--- src/rtl/core/rsa_me_pkg.sv ---
`default_nettype none

package rsa_me_pkg;

    // Default word width of the datapath
    localparam int unsigned DEF_WORD_WIDTH = 64;

    // Configuration register indexes
    localparam int unsigned CFG_IDX_W = 2;
    typedef logic [CFG_IDX_W-1:0] t_cfg_idx;

    localparam t_cfg_idx CFG_MODULUS          = 2'd0;
    localparam t_cfg_idx CFG_PUBLIC_EXPONENT  = 2'd1;
    localparam t_cfg_idx CFG_PRIVATE_EXPONENT = 2'd2;

endpackage

`default_nettype wire

--- src/rtl/core/rsa_me_mulmod.sv ---
`default_nettype none

// Bit-serial modular multiplier: one bit of b per cycle, MSB first.
// i_m must stay stable while busy; a and b are captured on start.
module rsa_me_mulmod #(
    parameter int unsigned WORD_WIDTH = rsa_me_pkg::DEF_WORD_WIDTH
) (
    input  wire logic                  i_clk,
    input  wire logic                  i_rst_n,
    input  wire logic                  i_start,
    input  wire logic [WORD_WIDTH-1:0] i_a,
    input  wire logic [WORD_WIDTH-1:0] i_b,
    input  wire logic [WORD_WIDTH-1:0] i_m,
    output logic                       o_done,
    output logic [WORD_WIDTH-1:0]      o_result
);
    import rsa_me_pkg::*;

    localparam int unsigned W  = WORD_WIDTH;
    localparam int unsigned CW = $clog2(W + 1);

    logic          r_busy;
    logic          r_done;
    logic [CW-1:0] r_cnt;
    logic [W-1:0]  r_a;
    logic [W-1:0]  r_b;
    logic [W-1:0]  r_r;

    logic [W+1:0]  w_sum;
    logic [W+1:0]  w_sub1;
    logic [W+1:0]  w_sub2;
    logic [W-1:0]  n_r;

    // Double the partial product, add a when the bit is set, then take off
    // m or 2m; the sum stays below 3m so one of the three is in range.
    always_comb begin
        w_sum  = {1'b0, r_r, 1'b0} + {2'b00, (r_b[W-1] ? r_a : {W{1'b0}})};
        w_sub1 = w_sum - {2'b00, i_m};
        w_sub2 = w_sum - {1'b0, i_m, 1'b0};
        if (!w_sub2[W+1]) begin
            n_r = w_sub2[W-1:0];
        end else if (!w_sub1[W+1]) begin
            n_r = w_sub1[W-1:0];
        end else begin
            n_r = w_sum[W-1:0];
        end
    end

    always_ff @(posedge i_clk) begin
        if (!i_rst_n) begin
            r_busy <= 1'b0;
            r_done <= 1'b0;
            r_cnt  <= '0;
        end else begin
            r_done <= 1'b0;
            if (i_start) begin
                r_busy <= 1'b1;
                r_cnt  <= CW'(W);
            end else if (r_busy) begin
                r_cnt <= r_cnt - 1'b1;
                if (r_cnt == CW'(1)) begin
                    r_busy <= 1'b0;
                    r_done <= 1'b1;
                end
            end
        end
    end

    always_ff @(posedge i_clk) begin
        if (i_start) begin
            r_a <= i_a;
            r_b <= i_b;
            r_r <= '0;
        end else if (r_busy) begin
            r_b <= {r_b[W-2:0], 1'b0};
            r_r <= n_r;
        end
    end

    assign o_done   = r_done;
    assign o_result = r_r;

endmodule

`default_nettype wire

--- src/rtl/core/rsa_modular_exponentiation_core.sv ---
`default_nettype none

// Channel   Direction  Handshake            Payload
// request   in         i_valid / o_ready    i_operation, i_value
// result    out        o_valid / i_ready    o_result, o_too_large
// config    in         i_cfg_wr_en          i_cfg_index, i_cfg_data
//
// One request at a time. Decrypt first reduces the value modulo n. Each
// exponent bit up to the top set bit then takes one pass of the bit-serial
// multipliers, which retire one multiplier bit per cycle. Rejected messages
// and a modulus of 0 or 1 go straight to the write state.
// Reset is synchronous, active low; it restores the default key registers.
// A finished result waits in the output register; the next request is taken
// meanwhile, and its result holds in the core until the register frees.
module rsa_modular_exponentiation_core #(
    parameter int unsigned WORD_WIDTH = rsa_me_pkg::DEF_WORD_WIDTH
) (
    input  wire logic                  i_clk,
    input  wire logic                  i_rst_n,
    // request channel
    input  wire logic                  i_valid,
    output logic                       o_ready,
    input  wire logic                  i_operation,
    input  wire logic [WORD_WIDTH-1:0] i_value,
    // result channel
    output logic                       o_valid,
    input  wire logic                  i_ready,
    output logic [WORD_WIDTH-1:0]      o_result,
    output logic                       o_too_large,
    // configuration
    input  wire logic                  i_cfg_wr_en,
    input  wire rsa_me_pkg::t_cfg_idx  i_cfg_index,
    input  wire logic [WORD_WIDTH-1:0] i_cfg_data
);
    import rsa_me_pkg::*;

    localparam int unsigned W = WORD_WIDTH;

    typedef enum logic [4:0] {
        S_IDLE   = 5'b00001,
        S_REDUCE = 5'b00010,
        S_STEP   = 5'b00100,
        S_MUL    = 5'b01000,
        S_WRITE  = 5'b10000
    } t_state;

    t_state       r_state;
    t_state       n_state;

    // key registers
    logic [W-1:0] r_mod;
    logic [W-1:0] r_pub;
    logic [W-1:0] r_priv;

    // exponentiation datapath
    logic [W-1:0] r_ex;
    logic [W-1:0] r_acc;
    logic [W-1:0] r_sq;
    logic         r_flag;

    // output register
    logic         r_out_valid;
    logic [W-1:0] r_out_result;
    logic         r_out_flag;

    logic         w_accept;
    logic         w_too_large;
    logic         w_mod_le1;
    logic         w_start_a;
    logic         w_start_b;
    logic [W-1:0] w_a_in;
    logic [W-1:0] w_b_in;
    logic         w_done_a;
    logic         w_done_b;
    logic [W-1:0] w_res_a;
    logic [W-1:0] w_res_b;
    logic         w_out_free;

    assign w_accept    = i_valid && o_ready;
    assign w_too_large = !i_operation && (i_value >= r_mod);
    assign w_mod_le1   = (r_mod[W-1:1] == '0);
    assign w_out_free  = !r_out_valid || i_ready;

    // Unit A reduces the decrypt base (1 * value) on accept, then forms
    // acc * sq per exponent bit; unit B squares alongside it.
    assign w_start_a = (w_accept && i_operation && !w_mod_le1) || (r_state == S_STEP && r_ex != '0);
    assign w_start_b = (r_state == S_STEP) && (r_ex != '0);
    assign w_a_in    = (r_state == S_IDLE) ? W'(1) : r_acc;
    assign w_b_in    = (r_state == S_IDLE) ? i_value : r_sq;

    rsa_me_mulmod #(
        .WORD_WIDTH (W)
    ) u_mul_acc (
        .i_clk    (i_clk),
        .i_rst_n  (i_rst_n),
        .i_start  (w_start_a),
        .i_a      (w_a_in),
        .i_b      (w_b_in),
        .i_m      (r_mod),
        .o_done   (w_done_a),
        .o_result (w_res_a)
    );

    rsa_me_mulmod #(
        .WORD_WIDTH (W)
    ) u_mul_sq (
        .i_clk    (i_clk),
        .i_rst_n  (i_rst_n),
        .i_start  (w_start_b),
        .i_a      (r_sq),
        .i_b      (r_sq),
        .i_m      (r_mod),
        .o_done   (w_done_b),
        .o_result (w_res_b)
    );

    always_comb begin
        n_state = r_state;
        case (r_state)
            S_IDLE: begin
                if (w_accept) begin
                    if (w_too_large || w_mod_le1) begin
                        n_state = S_WRITE;
                    end else if (i_operation) begin
                        n_state = S_REDUCE;
                    end else begin
                        n_state = S_STEP;
                    end
                end
            end
            S_REDUCE: begin
                if (w_done_a) begin
                    n_state = S_STEP;
                end
            end
            S_STEP: begin
                n_state = (r_ex == '0) ? S_WRITE : S_MUL;
            end
            S_MUL: begin
                if (w_done_a) begin
                    n_state = S_STEP;
                end
            end
            S_WRITE: begin
                if (w_out_free) begin
                    n_state = S_IDLE;
                end
            end
            default: begin
                n_state = S_IDLE;
            end
        endcase
    end

    always_ff @(posedge i_clk) begin
        if (!i_rst_n) begin
            r_state     <= S_IDLE;
            r_out_valid <= 1'b0;
            r_mod       <= W'(1);
            r_pub       <= W'(32'd65537);
            r_priv      <= W'(1);
        end else begin
            r_state <= n_state;
            if (i_cfg_wr_en) begin
                case (i_cfg_index)
                    CFG_MODULUS:          r_mod  <= i_cfg_data;
                    CFG_PUBLIC_EXPONENT:  r_pub  <= i_cfg_data;
                    CFG_PRIVATE_EXPONENT: r_priv <= i_cfg_data;
                    default: begin
                        // drop writes to unmapped indexes
                    end
                endcase
            end
            if (r_state == S_WRITE && w_out_free) begin
                r_out_valid <= 1'b1;
            end else if (i_ready) begin
                r_out_valid <= 1'b0;
            end
        end
    end

    // Datapath registers carry no reset.
    always_ff @(posedge i_clk) begin
        case (r_state)
            S_IDLE: begin
                if (w_accept) begin
                    r_ex   <= i_operation ? r_priv : r_pub;
                    r_flag <= w_too_large;
                    r_acc  <= (w_too_large || w_mod_le1) ? '0 : W'(1);
                    r_sq   <= i_value;
                end
            end
            S_REDUCE: begin
                if (w_done_a) begin
                    r_sq <= w_res_a;
                end
            end
            S_MUL: begin
                if (w_done_a) begin
                    // take the product only where the exponent bit is set
                    if (r_ex[0]) begin
                        r_acc <= w_res_a;
                    end
                    r_sq <= w_res_b;
                    r_ex <= {1'b0, r_ex[W-1:1]};
                end
            end
            S_WRITE: begin
                if (w_out_free) begin
                    r_out_result <= r_acc;
                    r_out_flag   <= r_flag;
                end
            end
            default: begin
                // hold
            end
        endcase
    end

    assign o_ready     = (r_state == S_IDLE);
    assign o_valid     = r_out_valid;
    assign o_result    = r_out_result;
    assign o_too_large = r_out_flag;

    // Both multipliers run in lock step through an exponent bit.
    a_mul_lockstep: assert property (@(posedge i_clk) disable iff (!i_rst_n)
        (r_state == S_MUL) |-> (w_done_a == w_done_b))
        else $error("multiplier units out of step");

    // A rejected message always reports a zero result.
    a_flag_zero: assert property (@(posedge i_clk) disable iff (!i_rst_n)
        (o_valid && o_too_large) |-> (o_result == '0))
        else $error("too_large result not zero");

    // Results are reduced below a modulus greater than one.
    a_result_reduced: assert property (@(posedge i_clk) disable iff (!i_rst_n)
        (o_valid && (r_mod[W-1:1] != '0)) |-> (o_result < r_mod))
        else $error("result not below modulus");

    // A new result appears only out of the write state.
    a_out_source: assert property (@(posedge i_clk) disable iff (!i_rst_n)
        $rose(o_valid) |-> $past(r_state == S_WRITE))
        else $error("output loaded outside write state");

    // Accepting a request closes the input side.
    a_accept_busy: assert property (@(posedge i_clk) disable iff (!i_rst_n)
        w_accept |=> !o_ready)
        else $error("request taken while busy");

endmodule

`default_nettype wire
--- config.mk ---
export PLATFORM = sky130hd
export DESIGN_NAME = rsa_modular_exponentiation_core
export DESIGN_NICKNAME = d
export VERILOG_FILES = /design/src/rtl/core/rsa_me_pkg.sv /design/src/rtl/core/rsa_me_mulmod.sv /design/src/rtl/core/rsa_modular_exponentiation_core.sv
export SDC_FILE = /design/constraint.sdc
export NUM_CORES = 2
export LEC_CHECK = 0
export BUFFER_PORTS_ARGS = -buffer_cell sky130_fd_sc_hd__buf_2
export CORE_ASPECT_RATIO = 1.2
export CORE_MARGIN = 8
export CORE_UTILIZATION = 30
export DETAILED_ROUTE_END_ITERATION = 8
export PLACE_DENSITY = 0.55
export SYNTH_ARGS = -nofsm -noshare
export SYNTH_HDL_FRONTEND = slang
export SYNTH_SLANG_ARGS = --single-unit
--- constraint.sdc ---
create_clock -name i_clk -period 9.5 [get_ports i_clk]
set_input_delay 0 -clock i_clk [delete_from_list [all_inputs] [get_ports i_clk]]
set_output_delay 0 -clock i_clk [all_outputs]
set_load 0.01 [all_outputs]
Yosys cells after proc, flatten, opt, wreduce, memory -nomap -nowiden. Index checks and enable logic that the tools add are counted.

Bitwise operators: 2. $add $sub $neg: 8. Multiplexer cells: 44. Reduce and logical (&&, ||, !) cells: 34. Eq/ne operators: 15. Order comparisons: 1.

Operators with widths (count): $mux W64 (20); $pmux W64 S2 (2); $pmux W64 S3 (1); $add A65 B64 Y66 (2); $sub A66 B64 Y66 (2); $sub A66 B65 Y66 (2); $ge A64 B64 Y1 (1); $logic_not A64 Y1 (1); $reduce_bool A64 Y1 (1); $logic_not A63 Y1 (1); $mux W7 (4); $mux W5 (5); $pmux W5 S4 (1); $eq A7 B1 Y1 const B (2); $sub A7 B1 Y7 const B (2); $mux W1 (10); $reduce_and A2 Y1 (5); $ne A2 B1 Y1 const B (4); $reduce_and A4 Y1 (2); $reduce_bool A2 Y1 (4); $logic_and A1 B1 Y1 (6); $reduce_and A3 Y1 (2); $reduce_or A2 Y1 (3); $eq A5 B1 Y1 const B (1); 14 further kinds (20).

Logic and storage cells: 128. Bits of input ports: 136. Register bits: 857.

Longest topological paths before layout.
Depth in word-level cells: 6. Gate-level depth with buffers: 32. Gate-level depth less buffers: 26.

By module. Synthesis repeated with hierarchy kept, for this count alone.

Cell total of the unflattened synthesis: 6768. Area, all modules: 60236.5 um^2.

By module, submodules not included: rsa_modular_exponentiation_core (instances 1, cells an instance 2196, area an instance 21025.2 um^2); rsa_me_mulmod (u_mul_sq) (instances 1, cells an instance 2279, area an instance 19692.6 um^2); rsa_me_mulmod (u_mul_acc) (instances 1, cells an instance 2293, area an instance 19518.7 um^2).

Worst setup path before layout. OpenSTA, ideal clock, no wires.

Path kind: register to register. From: reg r_state[4]. To: reg r_acc[0] (enable). Clock period less this slack: 8492 ps. Data required time: 8916 ps. Library setup time: 584 ps. Path buffers: 2. Arrival: 7908 ps. Path slack: 1008 ps. Cell stages (with the launch flop): 7. Cells stage by stage: dfxtp_1 nor4_1 and2_0 clkbuf_1 clkbuf_1 a21o_1 a21boi_0.

Word-level cells in the longest chain between the ends: 4. Elaborated cells on any way between the ends: 8.

RTL lines: start, declared (RTL line rsa_modular_exponentiation_core.sv:47) `t_state r_state;`; start signal, assigned (RTL line rsa_modular_exponentiation_core.sv:163) `r_state <= n_state;`; $eq A5 B1 Y1 (RTL line rsa_modular_exponentiation_core.sv:184, rsa_modular_exponentiation_core.sv:220); $logic_and A1 B1 Y1 (RTL line rsa_modular_exponentiation_core.sv:79) `assign w_accept = i_valid && o_ready;`; $ne A2 B1 Y1 (no line); $reduce_and A4 Y1 (no line) (*); end signal, assigned (RTL line rsa_modular_exponentiation_core.sv:189) `r_acc <= (w_too_large || w_mod_le1) ? '0 : W'(1);`; end signal, assigned (RTL line rsa_modular_exponentiation_core.sv:202) `r_acc <= w_res_a;`; end, declared (RTL line rsa_modular_exponentiation_core.sv:57) `logic [W-1:0] r_acc;`.

Mark *: on every way between the ends. The rest lies on a longest branch, timed or not. A chain may end at the register's enable or synchronous reset.

Final worst setup path.
From: reg u_mul_sq.r_b[63]. To: reg u_mul_sq.r_r[56] (netlist: u_mul_sq.o_result[56]).

Word-level cells in the longest chain between the ends: 5. Elaborated cells on any way between the ends: 6.

RTL lines: start, declared (RTL line rsa_me_mulmod.sv:26) `logic [W-1:0] r_b;`; start signal, assigned (RTL line rsa_me_mulmod.sv:72) `r_b <= i_b;`; start signal, assigned (RTL line rsa_me_mulmod.sv:75) `r_b <= {r_b[W-2:0], 1'b0};`; $mux W64 (*) (RTL line rsa_me_mulmod.sv:37) `w_sum = {1'b0, r_r, 1'b0} + {2'b00, (r_b[W-1] ? r_a : {W{1'b0}})};`; $add A65 B64 Y66 (*) (RTL line rsa_me_mulmod.sv:37); $sub A66 B64 Y66 (RTL line rsa_me_mulmod.sv:38) `w_sub1 = w_sum - {2'b00, i_m};`; $mux W64 (RTL line rsa_me_mulmod.sv:42) `end else if (!w_sub1[W+1]) begin`; $mux W64 (*) (RTL line rsa_me_mulmod.sv:40) `if (!w_sub2[W+1]) begin`; end signal, assigned (RTL line rsa_me_mulmod.sv:76) `r_r <= n_r;`; end, declared (RTL line rsa_me_mulmod.sv:27) `logic [W-1:0] r_r;`.

Marks and branches as above.

==> impl_summary.txt <==
----------------------------------------------------
[Power and ir drop]
  Cell area power density ... 389 mW/mm^2
  Largest vdd supply drop ... 223 uV
  Leakage power ... 26.2 nW
  Design Power ... 26.2 mW

[Floorplan]
  Core area ... 0.196 mm^2
  Horizontal die dimension ... 421 um
  Starting density of the core ... 0.302
  Site Rows ... 178
  IO Count ... 203
  Die height ... 502 um
  Die Footprint ... 0.212 mm^2

[Setup path]
  Capture point of the worst reg-to-reg path ... u_mul_sq.o_result[56]$_SDFFE_PP0P_
  Nature of the critical path startpoint ... register
  Type of the worst setup path ... reg2reg
  Flop2flop setup slack ... 980 ps
  Biggest cell delay along the critical path ... 710 ps
  Critical Path Fanout Max ... 66
  Top cell by count, worst path ... sky130_fd_sc_hd__a21oi_1
  Reg2reg path depth ... 28
  Critical-path top delay cell ... sky130_fd_sc_hd__a211o_4
  Critical Path AT ... 9120 ps
  Critical Path Sink Type ... register
  Source of the worst register-to-register timing path ... u_mul_sq.r_b[63]$_DFFE_PP_
  Data required time of the critical path ... 10100 ps

[Hold path]
  Hold_sp ... i_cfg_data[20]
  Endpoint of the worst hold-timing path ... r_priv[20]$_SDFFE_PN0P_
  Worst Hold Depth ... 4
  Type of the worst min-delay path ... in2reg

[Status]
  Run status ... completed

[Cells and area]
  Layout overhead on the synthesized area ... 13.9%
  Post-layout nets ... 7493
  Count of placed standard cells in the final layout, fillers left out ... 9605
  Fraction of final layout cells sized beyond drive strength 1 ... 0.0833
  Fill cell count ... 20400

[Global routing]
  Via count of the first global-routing pass ... 51500
  Global-route wire length before repair ... 330000 um
  Remaining Overflow, GRT ... 0
  GRT Resource Usage Total ... 0.201
  Largest net degree at the start of global routing ... 171
  Initial antenna violation count ... 14

[Clock network]
  Clock slew at the register clock pins of the worst setup and hold paths ... 60 ps
  Clock tree from TritonCTS ... yes
  H-tree depth ... 3
  Inserted Clock Buffers ... 98
  CTS root buf ... sky130_fd_sc_hd__clkbuf_16
  Clock sink total ... 857
  Source-to-sink clock delay at the later pin of the worst-skew pair ... 770 ps
  Bufs on Longest Clock Path ... 3
  Gates resized, CTS repair ... 0

[Logic synthesis]
  Mapped cell area ... 0.0592 mm^2
  Main flop type after synthesis ... sky130_fd_sc_hd__edfxtp_1
  Seq cells post-synth ... 857
  Register area share after synthesis ... 0.377
  Net count of the mapped netlist ... 7370
  Number of warnings reported in the yosys synthesis log ... 0
  Yosys cell types ... 99
  Cell count after synthesis ... 6778
  Number of enable flip-flop cells after synthesis ... 514
  Async S/R FF share, synth ... 0
  Post-Syn Area per Cell ... 8.73 um^2

[Detailed routing]
  Detailed-routing wirelength on met1 ... 104000 um
  Post-detailed-route DRC marker count ... 0
  Post-detailed-route count of antenna-violating nets ... 0
  Vias after detailed routing ... 52800
  Met3 WL post-DR ... 13000 um
  Total Routed Length ... 223000 um
  Iteration count of the initial detailed-routing pass ... 7
  Top routing layer used ... met5
  Routed wire per std cell ... 23.3 um
  Per-cell via count in the routed design ... 5.50
  Routed wl met2 ... 99100 um
  Initial DRC Count ... 4282

[Placement]
  Dpl hpwl ... 172000 um
  Routability cong. ... 0.946
  Worst slack after detailed placement ... 1110 ps
  Inst Count DP ... 9272
  PortBufs ... 202

[Timing]
  Period utilisation layout ... 0.897
  Setup violation total in the final timing report ... 0
  Final hold viol count ... 0
  Crit path time final ... 8520 ps
  Slew headroom ... 0.157
  Unrepaired setup endpoints after global routing ... no
  Post-layout worst setup margin ... 982 ps
  Post-route worst hold slack ... 89.4 ps
  Final Skew ... 60.5 ps
  Setup TNS after final layout ... 0 ps
  Highest clock frequency the design can meet ... 117 MHz
  Final Max Slew Viols ... 0
  Worst slew pin tran ... 1250 ps

[Flow run]
  Max-cap check violation count ... 0

----------------------------------------------------
cells in the final DEF, fill, tap and decap left out, types with 15 or more instances in the layout:
cell / count
sky130_fd_sc_hd__buf_4: 62
sky130_fd_sc_hd__and2_1: 218
sky130_fd_sc_hd__mux2_2: 82
sky130_fd_sc_hd__nor4_1: 47
sky130_fd_sc_hd__o21a_1: 59
sky130_fd_sc_hd__a221o_1: 16
sky130_fd_sc_hd__a21oi_1: 720
sky130_fd_sc_hd__nand2b_1: 41
sky130_fd_sc_hd__dfxtp_1: 341
sky130_fd_sc_hd__o21bai_1: 88
sky130_fd_sc_hd__o31ai_1: 25
sky130_fd_sc_hd__a31oi_1: 135
sky130_fd_sc_hd__edfxtp_1: 514
sky130_fd_sc_hd__ha_1: 450
sky130_fd_sc_hd__clkbuf_16: 100
sky130_fd_sc_hd__mux2i_1: 122
sky130_fd_sc_hd__nand2_1: 1028
sky130_fd_sc_hd__nand4_1: 118
sky130_fd_sc_hd__and3_1: 108
sky130_fd_sc_hd__inv_1: 187
sky130_fd_sc_hd__xnor2_1: 226
sky130_fd_sc_hd__nor2b_1: 35
sky130_fd_sc_hd__a22oi_1: 125
sky130_fd_sc_hd__nor3_1: 77
sky130_fd_sc_hd__nand3_1: 86
sky130_fd_sc_hd__a211oi_1: 60
sky130_fd_sc_hd__clkbuf_1: 18
sky130_fd_sc_hd__a21o_1: 243
sky130_fd_sc_hd__nor2_1: 349
sky130_fd_sc_hd__dlygate4sd3_1: 139
sky130_fd_sc_hd__o21ai_0: 401
sky130_fd_sc_hd__buf_2: 201
sky130_fd_sc_hd__xor2_1: 128
sky130_fd_sc_hd__a21boi_0: 15
sky130_fd_sc_hd__o211ai_1: 33
sky130_fd_sc_hd__o221ai_1: 24
final cells by class:
class,instances,area [um^2],area share
Clock inverter,57,666,0.00988
Timing Repair Buffer,405,2920,0.0434
Inverter,193,734,0.0109
Clock buffer,128,2700,0.0401
Multi-Input combinational cell,5346,34800,0.516
Tap cell,2610,3270,0.0485
Sequential cell,857,22300,0.331
Antenna cell,9,22.5,0.000334
sequential cells by signal, summed over array words and instances (netlist names), 5 cells and up:
name and count:
o_result 64, r_acc 64, r_ex 64, r_mod 64, r_priv 64, r_pub 64
r_sq 64, u_mul_acc.o_result 64, u_mul_acc.r_a 64, u_mul_acc.r_b 64, u_mul_sq.o_result 64, u_mul_sq.r_a 64
u_mul_sq.r_b 64, u_mul_acc.r_cnt 7, u_mul_sq.r_cnt 7, r_state 5
through the flow:
stage                     area, um^2   util
after global placement         62600  0.319
after detailed placement       62600  0.319
after global routing           67400  0.344
final                          67400  0.344
after floorplan                59200      -
after CTS                      67400  0.344
routing by layer:
layer  vias up  track usage
met1     25600        0.280
li1      25100            -
met4         2       0.0663
met3       304       0.0246
met5         -            0
met2      1771        0.323
power breakdown:
group          leakage, nW  switching, mW  internal, mW
logic                 17.0           10.5          6.27
registers             7.64          0.691          4.69
clock network         1.64           1.75          2.30
total                 26.2           12.9          13.3
worst max-delay path by stage:
stage / from / endpoint / slack [ps] / cells after the start
2_1_floorplan: r_state[4]$_SDFFE_PN0P_ / r_acc[0]$_DFFE_PP_ / 1010 / 6
3_3_place_gp: u_mul_sq.r_b[63]$_DFFE_PP_ / u_mul_sq.o_result[56]$_SDFFE_PP0P_ / 1210 / 28
3_5_place_dp: u_mul_sq.r_b[63]$_DFFE_PP_ / u_mul_sq.o_result[56]$_SDFFE_PP0P_ / 1110 / 28
4_1_cts: u_mul_sq.r_b[63]$_DFFE_PP_ / u_mul_sq.o_result[56]$_SDFFE_PP0P_ / 1110 / 28
5_1_grt: u_mul_sq.r_b[63]$_DFFE_PP_ / u_mul_sq.o_result[56]$_SDFFE_PP0P_ / 640 / 28
6_report: u_mul_sq.r_b[63]$_DFFE_PP_ / u_mul_sq.o_result[56]$_SDFFE_PP0P_ / 980 / 28
critical path: cells and delay by family, from the launching register on:
kind                     cells  cell delay (ps)
XOR/XNOR                     1              190
buffers and inverters        2              610
multiplexers                 1              270
AND/OR/NAND/NOR              5              910
AO/OA/AOI/OAI               16             4800
flip-flops                   1              350
adder cells (fa/ha/maj)      3             1150
synthesized netlist by cell type, types with 12 or more instances:
cell type	count	area (um^2)
sky130_fd_sc_hd__buf_2	21	105
sky130_fd_sc_hd__nand4_1	118	738
sky130_fd_sc_hd__nor3_1	77	385
sky130_fd_sc_hd__o31a_1	14	123
sky130_fd_sc_hd__a22oi_1	125	938
sky130_fd_sc_hd__a221o_1	16	160
sky130_fd_sc_hd__ha_1	450	5630
sky130_fd_sc_hd__o21bai_1	88	661
sky130_fd_sc_hd__o31ai_1	25	188
sky130_fd_sc_hd__o21a_1	60	450
sky130_fd_sc_hd__mux2i_1	122	1220
sky130_fd_sc_hd__a21o_1	244	1830
sky130_fd_sc_hd__a31oi_1	135	845
sky130_fd_sc_hd__o211ai_1	33	248
sky130_fd_sc_hd__nor2_1	355	1330
sky130_fd_sc_hd__clkbuf_1	350	1310
sky130_fd_sc_hd__a21oi_1	721	3610
sky130_fd_sc_hd__and3_1	108	676
sky130_fd_sc_hd__and2_1	218	1360
sky130_fd_sc_hd__nor4_1	48	300
sky130_fd_sc_hd__o21ai_0	401	2010
sky130_fd_sc_hd__o221ai_1	24	210
sky130_fd_sc_hd__mux2_2	82	923
sky130_fd_sc_hd__nand3_1	86	430
sky130_fd_sc_hd__edfxtp_1	514	15400
sky130_fd_sc_hd__a211oi_1	60	450
sky130_fd_sc_hd__dfxtp_1	343	6870
sky130_fd_sc_hd__or2_2	15	93.8
sky130_fd_sc_hd__inv_1	191	717
sky130_fd_sc_hd__xnor2_1	227	1990
sky130_fd_sc_hd__a21boi_0	16	120
sky130_fd_sc_hd__nor2b_1	36	225
sky130_fd_sc_hd__nand2_1	1029	3860
sky130_fd_sc_hd__nand2b_1	41	257
sky130_fd_sc_hd__a2111oi_0	13	114
sky130_fd_sc_hd__or3_1	12	75.1
sky130_fd_sc_hd__xor2_1	129	1130
logic make-up after synthesis:
group	share of synthesized area
compound gates	0.225
xor+xnor	0.0527
fa+ha+maj	0.0972
buf+inv	0.0375
flops	0.377
mux	0.0368
simple gates	0.174
timing repair:
action,4_1_cts,5_1_grt
endpoints found under the hold margin,341,0
hold buffers,139,0
buffers inserted,0,0
(Power assumes the default switching activity.)
